`src/rtl/bcc_pkg.sv`:
```
// ----------------------------------------------------------------------------
// Balance cascade controller package
// Sequencer states, register indexes and fixed datapath widths.
// ----------------------------------------------------------------------------
package bcc_pkg;

  typedef enum logic [15:0] {
    S_IDLE  = 16'h0001,
    S_MIX   = 16'h0002,
    S_RECIP = 16'h0004,
    S_QUOT  = 16'h0008,
    S_INTEG = 16'h0010,
    S_SPI   = 16'h0020,
    S_SPSUM = 16'h0040,
    S_VEL   = 16'h0080,
    S_DEV   = 16'h0100,
    S_BAL   = 16'h0200,
    S_BSUM  = 16'h0400,
    S_BDIV  = 16'h0800,
    S_TSUM  = 16'h1000,
    S_TDIV  = 16'h2000,
    S_RSUM  = 16'h4000,
    S_DONE  = 16'h8000
  } state_t;

  typedef logic [3:0] reg_index_t;

  localparam reg_index_t REG_MID_ANGLE    = 4'd0;
  localparam reg_index_t REG_TILT_GAIN_P  = 4'd1;
  localparam reg_index_t REG_TILT_GAIN_D  = 4'd2;
  localparam reg_index_t REG_SPEED_GAIN_P = 4'd3;
  localparam reg_index_t REG_SPEED_GAIN_I = 4'd4;
  localparam reg_index_t REG_YAW_GAIN_D   = 4'd5;
  localparam reg_index_t REG_YAW_GAIN_CMD = 4'd6;
  localparam reg_index_t REG_DRIVE_LIMIT  = 4'd7;

  localparam int CFG_DATA_W = 32;
  localparam int MUL_A_W    = 32;
  localparam int MUL_B_W    = 25;
  localparam int PROD_W     = MUL_A_W + MUL_B_W;
  localparam int ACC_W      = PROD_W + 1;
  localparam int FILT_W     = 18;
  localparam int INTEG_W    = 16;
  localparam int MIX_W      = 22;
  localparam int BAL_W      = 35;
  localparam int TURN_W     = 33;
  localparam int RAW_W      = 36;

  // x / 10 == (x * RECIP_TEN) >> RECIP_SHIFT for 0 <= x < 2^22
  localparam logic signed [MUL_A_W-1:0] RECIP_TEN   = 32'sd3355444;
  localparam int                        RECIP_SHIFT = 25;

  localparam logic signed [16:0] MID_ANGLE_RST    = 17'sd0;
  localparam logic signed [31:0] TILT_GAIN_P_RST  = -32'sd26214400;
  localparam logic signed [31:0] TILT_GAIN_D_RST  = -32'sd127795;
  localparam logic signed [31:0] SPEED_GAIN_P_RST = -32'sd28836;
  localparam logic signed [31:0] SPEED_GAIN_I_RST = -32'sd144;
  localparam logic signed [31:0] YAW_GAIN_D_RST   = 32'sd39322;
  localparam logic signed [31:0] YAW_GAIN_CMD_RST = 32'sd0;
  localparam logic [14:0]        DRIVE_LIMIT_RST  = 15'd7200;

endpackage

```
`src/rtl/balance_cascade_controller.sv`:
```
// ----------------------------------------------------------------------------
// Balance cascade controller
// Speed PI loop feeding a pitch PD balance loop with a yaw turn term, for a
// two-wheel balancing platform. One shared 32x25 multiplier under a sequencer.
// ----------------------------------------------------------------------------
// Usage:
//   Tick channel (item_valid / item_stall): one word per control tick carrying
//   encoder counts, pitch, rates, speed target, turn command and clear flag.
//   Result channel (result_valid / result_stall): one word per tick with both
//   clamped motor drives and the saturation flag.
//   Config channel (cfg_valid / cfg_ready): register index and data; write
//   only while no tick is in flight. Indexes 8 and above are ignored.
// Sequencing:
//   A word is taken only in the idle state; the sequencer then steps seven
//   products through the one multiplier plus the filter, integrator,
//   truncation and clamp steps around it, and takes the next tick only once
//   the result has been loaded into the output register.
// Reset:
//   Gains and limit return to their defaults, filter and integrator clear.
// Stall:
//   The result sits in an output register; a stalled result holds the
//   sequencer in its last step until the register frees.
// ----------------------------------------------------------------------------
module balance_cascade_controller #(
  parameter int INTEGRAL_LIMIT = 20000
) (
  input  logic                     clk,
  input  logic                     rst,
  input  logic                     item_valid,
  output logic                     item_stall,
  input  logic signed [15:0]       count_left,
  input  logic signed [15:0]       count_right,
  input  logic signed [16:0]       pitch_angle,
  input  logic signed [15:0]       pitch_rate,
  input  logic signed [15:0]       yaw_rate,
  input  logic signed [15:0]       speed_target,
  input  logic signed [15:0]       turn_command,
  input  logic                     clear_integral,
  output logic                     result_valid,
  input  logic                     result_stall,
  output logic signed [15:0]       drive_left,
  output logic signed [15:0]       drive_right,
  output logic                     saturated,
  input  logic                     cfg_valid,
  output logic                     cfg_ready,
  input  bcc_pkg::reg_index_t      cfg_index,
  input  logic [31:0]              cfg_data
);
  import bcc_pkg::*;

  localparam logic signed [ACC_W-1:0] VEL_MAX = ACC_W'(32767);
  localparam logic signed [ACC_W-1:0] VEL_MIN = -ACC_W'(32768);
  localparam logic signed [FILT_W:0]  ILIM    = (FILT_W+1)'(INTEGRAL_LIMIT);

  state_t state;

  logic signed [16:0] mid_angle;
  logic signed [31:0] tilt_gain_p;
  logic signed [31:0] tilt_gain_d;
  logic signed [31:0] speed_gain_p;
  logic signed [31:0] speed_gain_i;
  logic signed [31:0] yaw_gain_d;
  logic signed [31:0] yaw_gain_cmd;
  logic [14:0]        drive_limit;

  logic signed [15:0] cl, cr, prate, yrate, tgt, cmd;
  logic signed [16:0] pitch;
  logic               clr;

  logic signed [FILT_W-1:0]  filt;
  logic signed [INTEG_W-1:0] integ;
  logic [MIX_W-2:0]          x_abs;
  logic                      x_neg;
  logic signed [PROD_W-1:0]  prod;
  logic signed [ACC_W-1:0]   acc;
  logic signed [15:0]        vel;
  logic signed [MUL_B_W-1:0] dev;
  logic signed [BAL_W-1:0]   bal;
  logic signed [TURN_W-1:0]  turn;
  logic signed [RAW_W-1:0]   raw_l, raw_r;

  logic signed [MUL_A_W-1:0] mul_a;
  logic signed [MUL_B_W-1:0] mul_b;
  logic signed [FILT_W-1:0]  err;
  logic signed [MIX_W-1:0]   mix;
  logic signed [MIX_W-1:0]   mix_abs;
  logic signed [FILT_W-1:0]  filt_next;
  logic signed [FILT_W:0]    isum;
  logic signed [INTEG_W-1:0] integ_next;
  logic signed [ACC_W-1:0]   prod_ext;
  logic signed [ACC_W-1:0]   t16, t24;
  logic signed [15:0]        vel_next;
  logic signed [MUL_B_W-1:0] dev_next;
  logic signed [RAW_W-1:0]   lim_p, lim_n;
  logic signed [15:0]        drive_left_next, drive_right_next;
  logic                      sat_next;
  logic                      load_ok;

  assign item_stall = (state != S_IDLE);
  assign cfg_ready  = (state == S_IDLE);
  assign load_ok    = !result_valid || !result_stall;

  // configuration registers
  always_ff @(posedge clk) begin
    if (rst) begin
      mid_angle    <= MID_ANGLE_RST;
      tilt_gain_p  <= TILT_GAIN_P_RST;
      tilt_gain_d  <= TILT_GAIN_D_RST;
      speed_gain_p <= SPEED_GAIN_P_RST;
      speed_gain_i <= SPEED_GAIN_I_RST;
      yaw_gain_d   <= YAW_GAIN_D_RST;
      yaw_gain_cmd <= YAW_GAIN_CMD_RST;
      drive_limit  <= DRIVE_LIMIT_RST;
    end else if (cfg_valid && cfg_ready) begin
      case (cfg_index)
        REG_MID_ANGLE:    mid_angle    <= cfg_data[16:0];
        REG_TILT_GAIN_P:  tilt_gain_p  <= cfg_data;
        REG_TILT_GAIN_D:  tilt_gain_d  <= cfg_data;
        REG_SPEED_GAIN_P: speed_gain_p <= cfg_data;
        REG_SPEED_GAIN_I: speed_gain_i <= cfg_data;
        REG_YAW_GAIN_D:   yaw_gain_d   <= cfg_data;
        REG_YAW_GAIN_CMD: yaw_gain_cmd <= cfg_data;
        REG_DRIVE_LIMIT:  drive_limit  <= cfg_data[14:0];
        default: ;
      endcase
    end
  end

  // shared multiplier operand select
  always_comb begin
    case (state)
      S_RECIP: begin
        mul_a = RECIP_TEN;
        mul_b = {{(MUL_B_W-MIX_W+1){1'b0}}, x_abs};
      end
      S_INTEG: begin
        mul_a = speed_gain_p;
        mul_b = {{(MUL_B_W-FILT_W){filt[FILT_W-1]}}, filt};
      end
      S_SPI: begin
        mul_a = speed_gain_i;
        mul_b = {{(MUL_B_W-INTEG_W){integ[INTEG_W-1]}}, integ};
      end
      S_VEL: begin
        mul_a = tilt_gain_d;
        mul_b = {{(MUL_B_W-16){prate[15]}}, prate};
      end
      S_BAL: begin
        mul_a = tilt_gain_p;
        mul_b = dev;
      end
      S_BSUM: begin
        mul_a = yaw_gain_d;
        mul_b = {{(MUL_B_W-16){yrate[15]}}, yrate};
      end
      S_BDIV: begin
        mul_a = yaw_gain_cmd;
        mul_b = {{(MUL_B_W-16){cmd[15]}}, cmd};
      end
      default: begin
        mul_a = '0;
        mul_b = '0;
      end
    endcase
  end

  always_comb begin
    err = {{2{cl[15]}}, cl} + {{2{cr[15]}}, cr} - {{2{tgt[15]}}, tgt};
    mix = ({{(MIX_W-FILT_W){err[FILT_W-1]}}, err} <<< 1)
        + {{(MIX_W-FILT_W){err[FILT_W-1]}}, err}
        + ({{(MIX_W-FILT_W){filt[FILT_W-1]}}, filt} <<< 3)
        - {{(MIX_W-FILT_W){filt[FILT_W-1]}}, filt};
    mix_abs = mix[MIX_W-1] ? -mix : mix;

    filt_next = {1'b0, prod[RECIP_SHIFT +: FILT_W-1]};
    if (x_neg) begin
      filt_next = -filt_next;
    end

    isum = {filt[FILT_W-1], filt}
         + {{(FILT_W+1-INTEG_W){integ[INTEG_W-1]}}, integ};
    if (clr) begin
      integ_next = '0;
    end else if (isum > ILIM) begin
      integ_next = ILIM[INTEG_W-1:0];
    end else if (isum < -ILIM) begin
      integ_next = -ILIM[INTEG_W-1:0];
    end else begin
      integ_next = isum[INTEG_W-1:0];
    end

    prod_ext = {prod[PROD_W-1], prod};
    t16 = (acc + (acc[ACC_W-1] ? ACC_W'(65535) : ACC_W'(0))) >>> 16;
    t24 = (acc + (acc[ACC_W-1] ? ACC_W'(16777215) : ACC_W'(0))) >>> 24;

    if (t16 > VEL_MAX) begin
      vel_next = 16'sh7FFF;
    end else if (t16 < VEL_MIN) begin
      vel_next = -16'sh8000;
    end else begin
      vel_next = t16[15:0];
    end

    dev_next = {{(MUL_B_W-17){pitch[16]}}, pitch}
             - {vel[15], vel, 8'h00}
             - {{(MUL_B_W-17){mid_angle[16]}}, mid_angle};

    lim_p = {{(RAW_W-15){1'b0}}, drive_limit};
    lim_n = -lim_p;
    sat_next = (raw_l > lim_p) || (raw_l < lim_n) || (raw_r > lim_p) || (raw_r < lim_n);
    if (raw_l > lim_p) begin
      drive_left_next = lim_p[15:0];
    end else if (raw_l < lim_n) begin
      drive_left_next = lim_n[15:0];
    end else begin
      drive_left_next = raw_l[15:0];
    end
    if (raw_r > lim_p) begin
      drive_right_next = lim_p[15:0];
    end else if (raw_r < lim_n) begin
      drive_right_next = lim_n[15:0];
    end else begin
      drive_right_next = raw_r[15:0];
    end
  end

  always_ff @(posedge clk) begin
    prod <= mul_a * mul_b;
  end

  // sequencer and control state
  always_ff @(posedge clk) begin
    if (rst) begin
      state        <= S_IDLE;
      filt         <= '0;
      integ        <= '0;
      result_valid <= 1'b0;
    end else begin
      if (result_valid && !result_stall) begin
        result_valid <= 1'b0;
      end
      case (state)
        S_IDLE: begin
          if (item_valid) begin
            state <= S_MIX;
          end
        end
        S_MIX:   state <= S_RECIP;
        S_RECIP: state <= S_QUOT;
        S_QUOT: begin
          filt  <= filt_next;
          state <= S_INTEG;
        end
        S_INTEG: begin
          integ <= integ_next;
          state <= S_SPI;
        end
        S_SPI:   state <= S_SPSUM;
        S_SPSUM: state <= S_VEL;
        S_VEL:   state <= S_DEV;
        S_DEV:   state <= S_BAL;
        S_BAL:   state <= S_BSUM;
        S_BSUM:  state <= S_BDIV;
        S_BDIV:  state <= S_TSUM;
        S_TSUM:  state <= S_TDIV;
        S_TDIV:  state <= S_RSUM;
        S_RSUM:  state <= S_DONE;
        S_DONE: begin
          if (load_ok) begin
            result_valid <= 1'b1;
            state        <= S_IDLE;
          end
        end
        default: state <= S_IDLE;
      endcase
    end
  end

  // datapath registers
  always_ff @(posedge clk) begin
    case (state)
      S_IDLE: begin
        if (item_valid) begin
          cl    <= count_left;
          cr    <= count_right;
          pitch <= pitch_angle;
          prate <= pitch_rate;
          yrate <= yaw_rate;
          tgt   <= speed_target;
          cmd   <= turn_command;
          clr   <= clear_integral;
        end
      end
      S_MIX: begin
        x_abs <= mix_abs[MIX_W-2:0];
        x_neg <= mix[MIX_W-1];
      end
      S_SPI:   acc <= prod_ext;
      S_SPSUM: acc <= acc + prod_ext;
      S_VEL:   vel <= vel_next;
      S_DEV: begin
        dev <= dev_next;
        acc <= prod_ext <<< 8;
      end
      S_BSUM:  acc <= acc + prod_ext;
      S_BDIV: begin
        bal <= t24[BAL_W-1:0];
        acc <= prod_ext;
      end
      S_TSUM:  acc <= acc + prod_ext;
      S_TDIV:  turn <= t16[TURN_W-1:0];
      S_RSUM: begin
        raw_l <= {bal[BAL_W-1], bal} - {{(RAW_W-TURN_W){turn[TURN_W-1]}}, turn};
        raw_r <= {bal[BAL_W-1], bal} + {{(RAW_W-TURN_W){turn[TURN_W-1]}}, turn};
      end
      S_DONE: begin
        if (load_ok) begin
          drive_left  <= drive_left_next;
          drive_right <= drive_right_next;
          saturated   <= sat_next;
        end
      end
      default: ;
    endcase
  end

  // checks
  logic signed [15:0] lim16;
  assign lim16 = {1'b0, drive_limit};

  a_result_from_done: assert property (@(posedge clk) disable iff (rst)
    $rose(result_valid) |-> $past(state == S_DONE))
    else $error("result word appeared outside the final step");

  a_integ_bound: assert property (@(posedge clk) disable iff (rst)
    (integ <= $signed(ILIM[INTEG_W-1:0])) && (integ >= -$signed(ILIM[INTEG_W-1:0])))
    else $error("speed integral beyond its limit");

  a_sat_at_limit: assert property (@(posedge clk) disable iff (rst)
    (result_valid && saturated) |->
      (drive_left == lim16 || drive_left == -lim16 ||
       drive_right == lim16 || drive_right == -lim16))
    else $error("saturation flagged with no drive at the limit");

  a_drive_bound: assert property (@(posedge clk) disable iff (rst)
    result_valid |->
      (drive_left <= lim16 && drive_left >= -lim16 &&
       drive_right <= lim16 && drive_right >= -lim16))
    else $error("drive beyond limit");

endmodule

```
`config.mk`:
```
export PLATFORM = sky130hd
export DESIGN_NAME = balance_cascade_controller
export DESIGN_NICKNAME = d
export VERILOG_FILES = /design/src/rtl/bcc_pkg.sv /design/src/rtl/balance_cascade_controller.sv
export SDC_FILE = /design/constraint.sdc
export NUM_CORES = 2
export LEC_CHECK = 0
export ABC_CLOCK_PERIOD_IN_PS = 24300
export BUFFER_PORTS_ARGS = -buffer_cell sky130_fd_sc_hd__buf_2
export CAP_MARGIN = 10
export CORE_ASPECT_RATIO = 0.75
export CORE_MARGIN = 2
export CORE_UTILIZATION = 25
export DETAILED_ROUTE_END_ITERATION = 7
export GPL_ROUTABILITY_DRIVEN = 0
export SLEW_MARGIN = 20
export SYNTH_ARGS = -nofsm -noshare
export SYNTH_HDL_FRONTEND = slang
export SYNTH_SLANG_ARGS = --single-unit
```
`constraint.sdc`:
```
create_clock -name clk -period 24.3 [get_ports clk]
set_input_delay 1.215 -clock clk [delete_from_list [all_inputs] [get_ports clk]]
set_output_delay 1.215 -clock clk [all_outputs]
set_load 0.05 [all_outputs]
```
Word level (Yosys, flattened, before mapping)
Index checks and enable logic that the tools add are counted.
{ "op_classes": {"eq_ne": 26, "muxes": 21, "order_cmp": 8, "addsub": 16, "multipliers": 1, "reduce_logical": 23} }
{ "op_table": {"columns": ["op", "count"], "rows": [
  ["16-bit one-hot mux with 16 select lines", 1],
  ["32-bit one-hot mux with 7 select lines", 1],
  ["25-bit one-hot mux with 7 select lines", 1],
  ["58-bit one-hot mux with 3 select lines", 1],
  ["16-bit 2-to-1 mux", 9],
  ["36-bit by 16-bit > comparator with 1-bit output", 2],
  ["36-bit less-than comparator", 2],
  ["58-bit by 17-bit adder with 58-bit output", 1],
  ["58-bit by 25-bit adder with 58-bit output", 1],
  ["58-bit by 57-bit adder with 58-bit output", 1],
  ["32-bit by 25-bit multiplier with 57-bit output", 1],
  ["42-bit by 16-bit > comparator with 1-bit output, second input constant", 1],
  ["42-bit by 16-bit less-than comparator with 1-bit output, second input constant", 1],
  ["15-bit negator with 36-bit output", 1],
  ["34-bit by 33-bit adder with 35-bit output", 1],
  ["34-bit by 33-bit subtractor with 35-bit output", 1],
  ["15-bit 2-to-1 mux", 2],
  ["17-bit by 24-bit subtractor with 25-bit output", 1],
  ["25-bit subtractor", 1],
  ["24-bit 2-to-1 mux", 1],
  ["20-bit by 21-bit adder with 22-bit output", 1],
  ["2-bit AND reduction", 11],
  ["22-bit subtractor", 1],
  ["21-bit 2-to-1 mux", 1],
  ["other kinds (38)", 50]
]} }
{ "totals": {"out_inout_bits": 36, "wordCells": 130, "reg_bits": 739} }

Depth between registers and ports, before layout
{ "depth": {"word_depth": 7, "mapped_depth": 40} }

Worst setup path after synthesis
No wires, ideal clock.
{ "synth_path": {"kind": "reg2reg", "start": "register state[4]", "end": "register prod[56]", "stages_incl_launch_ff": 37, "slack_ns": 14.228, "synth_period_minus_slack_ns": 10.072, "n_path_buf": 4, "arrival_ns": 9.952, "t_required_ns": 24.180, "setup_time_ns": 0.120, "cell_sequence": "dfxtp_1 nor4_1 and2_1 nand3_1 nor4bb_1 clkbuf_1 clkbuf_1 clkbuf_1 a222oi_1 nand3_1 clkbuf_1 nand2_1 fa_1 inv_1 fa_1 inv_1 fa_1 fa_1 inv_1 fa_1 fa_1 inv_1 fa_1 inv_1 ha_1 or3_1 a211oi_1 nor2_1 or3_1 a211oi_1 nor3_1 o21ai_1 o211ai_1 o211a_1 a221o_1 a21oi_1 xnor2_1"} }
{ "synth_between": {"elab_chain_len": 3, "elab_cells_between_ends": 10, "classes_between": "mul (1); eq/ne (7); mux (2)"} }
{ "synth_lines": {"columns": ["element", "line", "text"], "rows": [
  ["start, declared", "balance_cascade_controller.sv:55", "state_t state;"],
  ["start signal, assigned", "balance_cascade_controller.sv:234", "state <= S_IDLE;"],
  ["start signal, assigned", "balance_cascade_controller.sv:245", "state <= S_MIX;"],
  ["start signal, assigned", "balance_cascade_controller.sv:248", "S_MIX: state <= S_RECIP;"],
  ["16-bit by 12-bit equality test with 1-bit output (tied with other cells)", "balance_cascade_controller.sv:131", "case (state)"],
  ["32-bit one-hot mux with 7 select lines or 25-bit one-hot mux with 7 select lines (tied branches)", "balance_cascade_controller.sv:131", null],
  ["32-bit by 25-bit multiplier with 57-bit output (*)", "balance_cascade_controller.sv:228", "prod <= mul_a * mul_b;"],
  ["end signal, assigned", "balance_cascade_controller.sv:228", null],
  ["end, declared", "balance_cascade_controller.sv:74", "logic signed [PROD_W-1:0] prod;"]
]} }
Mark *: on every way between the ends. The rest lies on a longest branch, timed or not.
A chain may end at the register's enable or synchronous reset.

Worst setup path in the final report
{ "layout_path": {"start": "register state[10]", "end": "register prod[56]"} }
Same word-level chain as after synthesis.

==> key figures <==
Synth
  – Top post-synthesis cells by area: fa_1 (25%), edfxtp_1 (17%), dfxtp_1 (9.3%)
  – Synthesized cell area: 71300 sq um
  – Yosys top cell by area: fa_1
  – Distinct cells, synth: 109
  – Synth top area share: 0.250
  – Syn_nets: 9276
  – Sequential-to-total area share from yosys stat: 0.263
  – Syn avg cell area: 9.22 sq um
  – Register bit total from synthesis: 736
  – Synth Instances: 7732
  – Post-synth EDFFs: 404
  – Ys flop type: edfxtp_1
  – Most frequent cells after synthesis: inv_1 (1161), nand2_1 (1074), fa_1 (890)
  – Asr flop ratio synth: 0
  – Most frequent cell after synthesis: inv_1
  – Yosys warnings: 0

Timing
  – Slew of the pin with the lowest slew margin: 1210 ps
  – Final setup TNS: 0 ps
  – Fin crit period: 11810 ps
  – Final-report max-slew violation count: 0
  – Endpoints failing setup: 0
  – Period utilization: 0.486
  – Fin. Hold Viols: 0
  – Max Fclk: 84.7 MHz
  – Unrepaired setup endpoints after global routing: no
  – Clock skew: 99.1 ps
  – Slew HR: 0.189

Floorplan
  – # rows: 169
  – Core region area: 283000 sq um
  – I/O pins: 191
  – Initial Util: 0.252
  – Die X: 621 um
  – Die area: 290000 sq um
  – Die height: 467 um

CTS
  – Clock buffer depth: 3
  – Root Buffer: clkbuf_16
  – Htree depth: 3
  – TritonCTS Buffers: 84
  – Clock Sinks: 736
  – PostCTS Resize Cnt: 0
  – TritonCTS clock tree: built
  – Post-CTS Hold Buffers: 0
  – Setup Buffers After CTS: 0
  – Clk Latency, worst-skew pair: 740 ps
  – Clk pin slew, worst setup/hold paths: 70 ps

Worst setup path
  – Req. time, crit path: 24860 ps
  – Worst path max stage delay: 830 ps
  – Setup CP Type: reg -> reg
  – Crit end category: flop
  – Critical path startpoint category: flop
  – Crit path top cell by count: fa_1
  – Arrival @ worst endpoint: 12370 ps
  – Worst-path maximum fanout: 32
  – CP max stage cell: nand4_1

Global routing
  – First-pass GRT wire length: 367 mm
  – Global route overflow: 0
  – Vias in the first global route: 54092
  – GRT Util Overall: 0.170
  – Largest net degree at the start of global routing: 98
  – Initial antenna violation count: 16

Power and ir drop
  – Peak VDD IR: 0.000148 V
  – Leak pwr: 0.0352 uW
  – Power Density: 60.2 nW/um^2

Route
  – DR WL/cell: 21.4 um
  – Vias: 56337
  – Pre-antenna DRT Iters: 8
  – Vias per Instance: 4.87
  – Final WL: 248 mm
  – DRT iter0 DRCs: 6699
  – Post-route ant nets: 0
  – DRC errors left: 1

Placed design
  – I/O Buffers: 190
  – Post-detail-place hpwl: 192 mm

Outcome
  – Failing checks: DRC
  – Status: finished with violations

Final layout
  – Layout cells sized above 1: 0.0682
  – Reg area: 18800 sq um
  – Final net count: 9279
  – Fillers: 29810
  – Area of the multi-input gates: 46900 sq um
  – Utilization after layout: 0.281
  – Layout overhead on the synthesized area: 11.4%

Min path
  – HP Class: reg -> reg

Flow run
  – Max-cap violations: 0
==> power by group <==
group          internal, uW  switching [uW]  leakage, uW  total, uW
clock network           789             604      0.00144       1390
logic                   748            1140       0.0273       1890
registers              1460            45.4      0.00641       1500
==> final timing paths <==
| path | start | end | slack, ps | cells after the start |
|---|---|---|---|---|
| max | state[10] | prod[56] | 12490 | 37 |
| max reg2reg | state[10] | prod[56] | 12490 | 37 |
| min reg2reg | yaw_gain_cmd[27] | yaw_gain_cmd[27] | 450 | 2 |
| min | yaw_gain_cmd[27] | yaw_gain_cmd[27] | 450 | 2 |
==> cell type report <==
class	count	share of cell area
multi-input combinational	5468	0.590
sequential	736	0.236
tap	3762	0.0592
inverter	1161	0.0548
clock buffer	106	0.0287
timing repair buffer	284	0.0211
clock inverter	50	0.00924
antenna	4	0.000126
==> cell usage in the layout, fill, tap and decap left out, drive strengths merged, types with 119 or more instances in the layout <==
cell type and instances:
inv 1171, nor2 677, xnor2 227, dfxtp 332, edfxtp 404, buf 283, fa 890, a21o 122
xor2 119, a21oi 411, nand2 1075, ha 499, o21ai 246
==> critical path: cells and delay by family, from the launching register on <==
kind            cells  cell delay [ps]
flops               1              350
fa+ha+maj           8             4120
compound gates      9             2430
xor+xnor            1               90
simple gates       13             3640
buf+inv             6              920
==> flip-flops by register name, indices dropped and copies added (netlist names), 17 cells and up <==
| register | count |
|---|---|
| speed_gain_i | 32 |
| yaw_gain_cmd | 32 |
| bal | 34 |
| turn | 33 |
| mid_angle | 17 |
| pitch | 17 |
| tilt_gain_p | 32 |
| speed_gain_p | 32 |
| filt | 18 |
| tilt_gain_d | 32 |
| raw_r | 34 |
| dev | 25 |
| raw_l | 35 |
| x_abs | 21 |
| prod | 57 |
| acc | 58 |
| yaw_gain_d | 32 |
==> layer usage <==
layer | wire [um] | part of all wire | GRT usage | up-vias
met1 | 111000 | 0.45 | 0.252 | 27666
met4 | 10700 | 0.043 | 0.0631 | 6
met5 | 34 | 0.00014 | 0 | -
met3 | 29100 | 0.12 | 0.0479 | 393
met2 | 96400 | 0.39 | 0.229 | 2947
li1 | - | - | - | 25325
==> through the flow <==
| stage | instances | hold WS, ps | instance area (sq um) | total power [uW] | setup slack [ps] |
|---|---|---|---|---|---|
| 2_1_floorplan | 7732 | 431 | 71300 | 2880 | 14230 |
| 3_3_place_gp | 11407 | 439 | 76400 | 3370 | 13060 |
| 3_5_place_dp | 11409 | 443 | 76400 | 3380 | 12820 |
| 4_1_cts | 11565 | 451 | 79400 | 4800 | 12720 |
| 5_1_grt | 11570 | 461 | 79500 | 5060 | 11910 |
| 6_report | 11571 | 451 | 79500 | 4780 | 12490 |
==> logic make-up after synthesis <==
kind of cell	Yosys count	synth area share
buffers and inverters	1528	0.0827
muxes	14	0.00200
and+or+nand+nor	2461	0.156
adders and majority gates	1389	0.337
DFF	736	0.263
xor gates and xnor gates	346	0.0426
AOI/OAI and AO/OA	1258	0.116
Note: power is estimated with default switching activity, not from simulation.
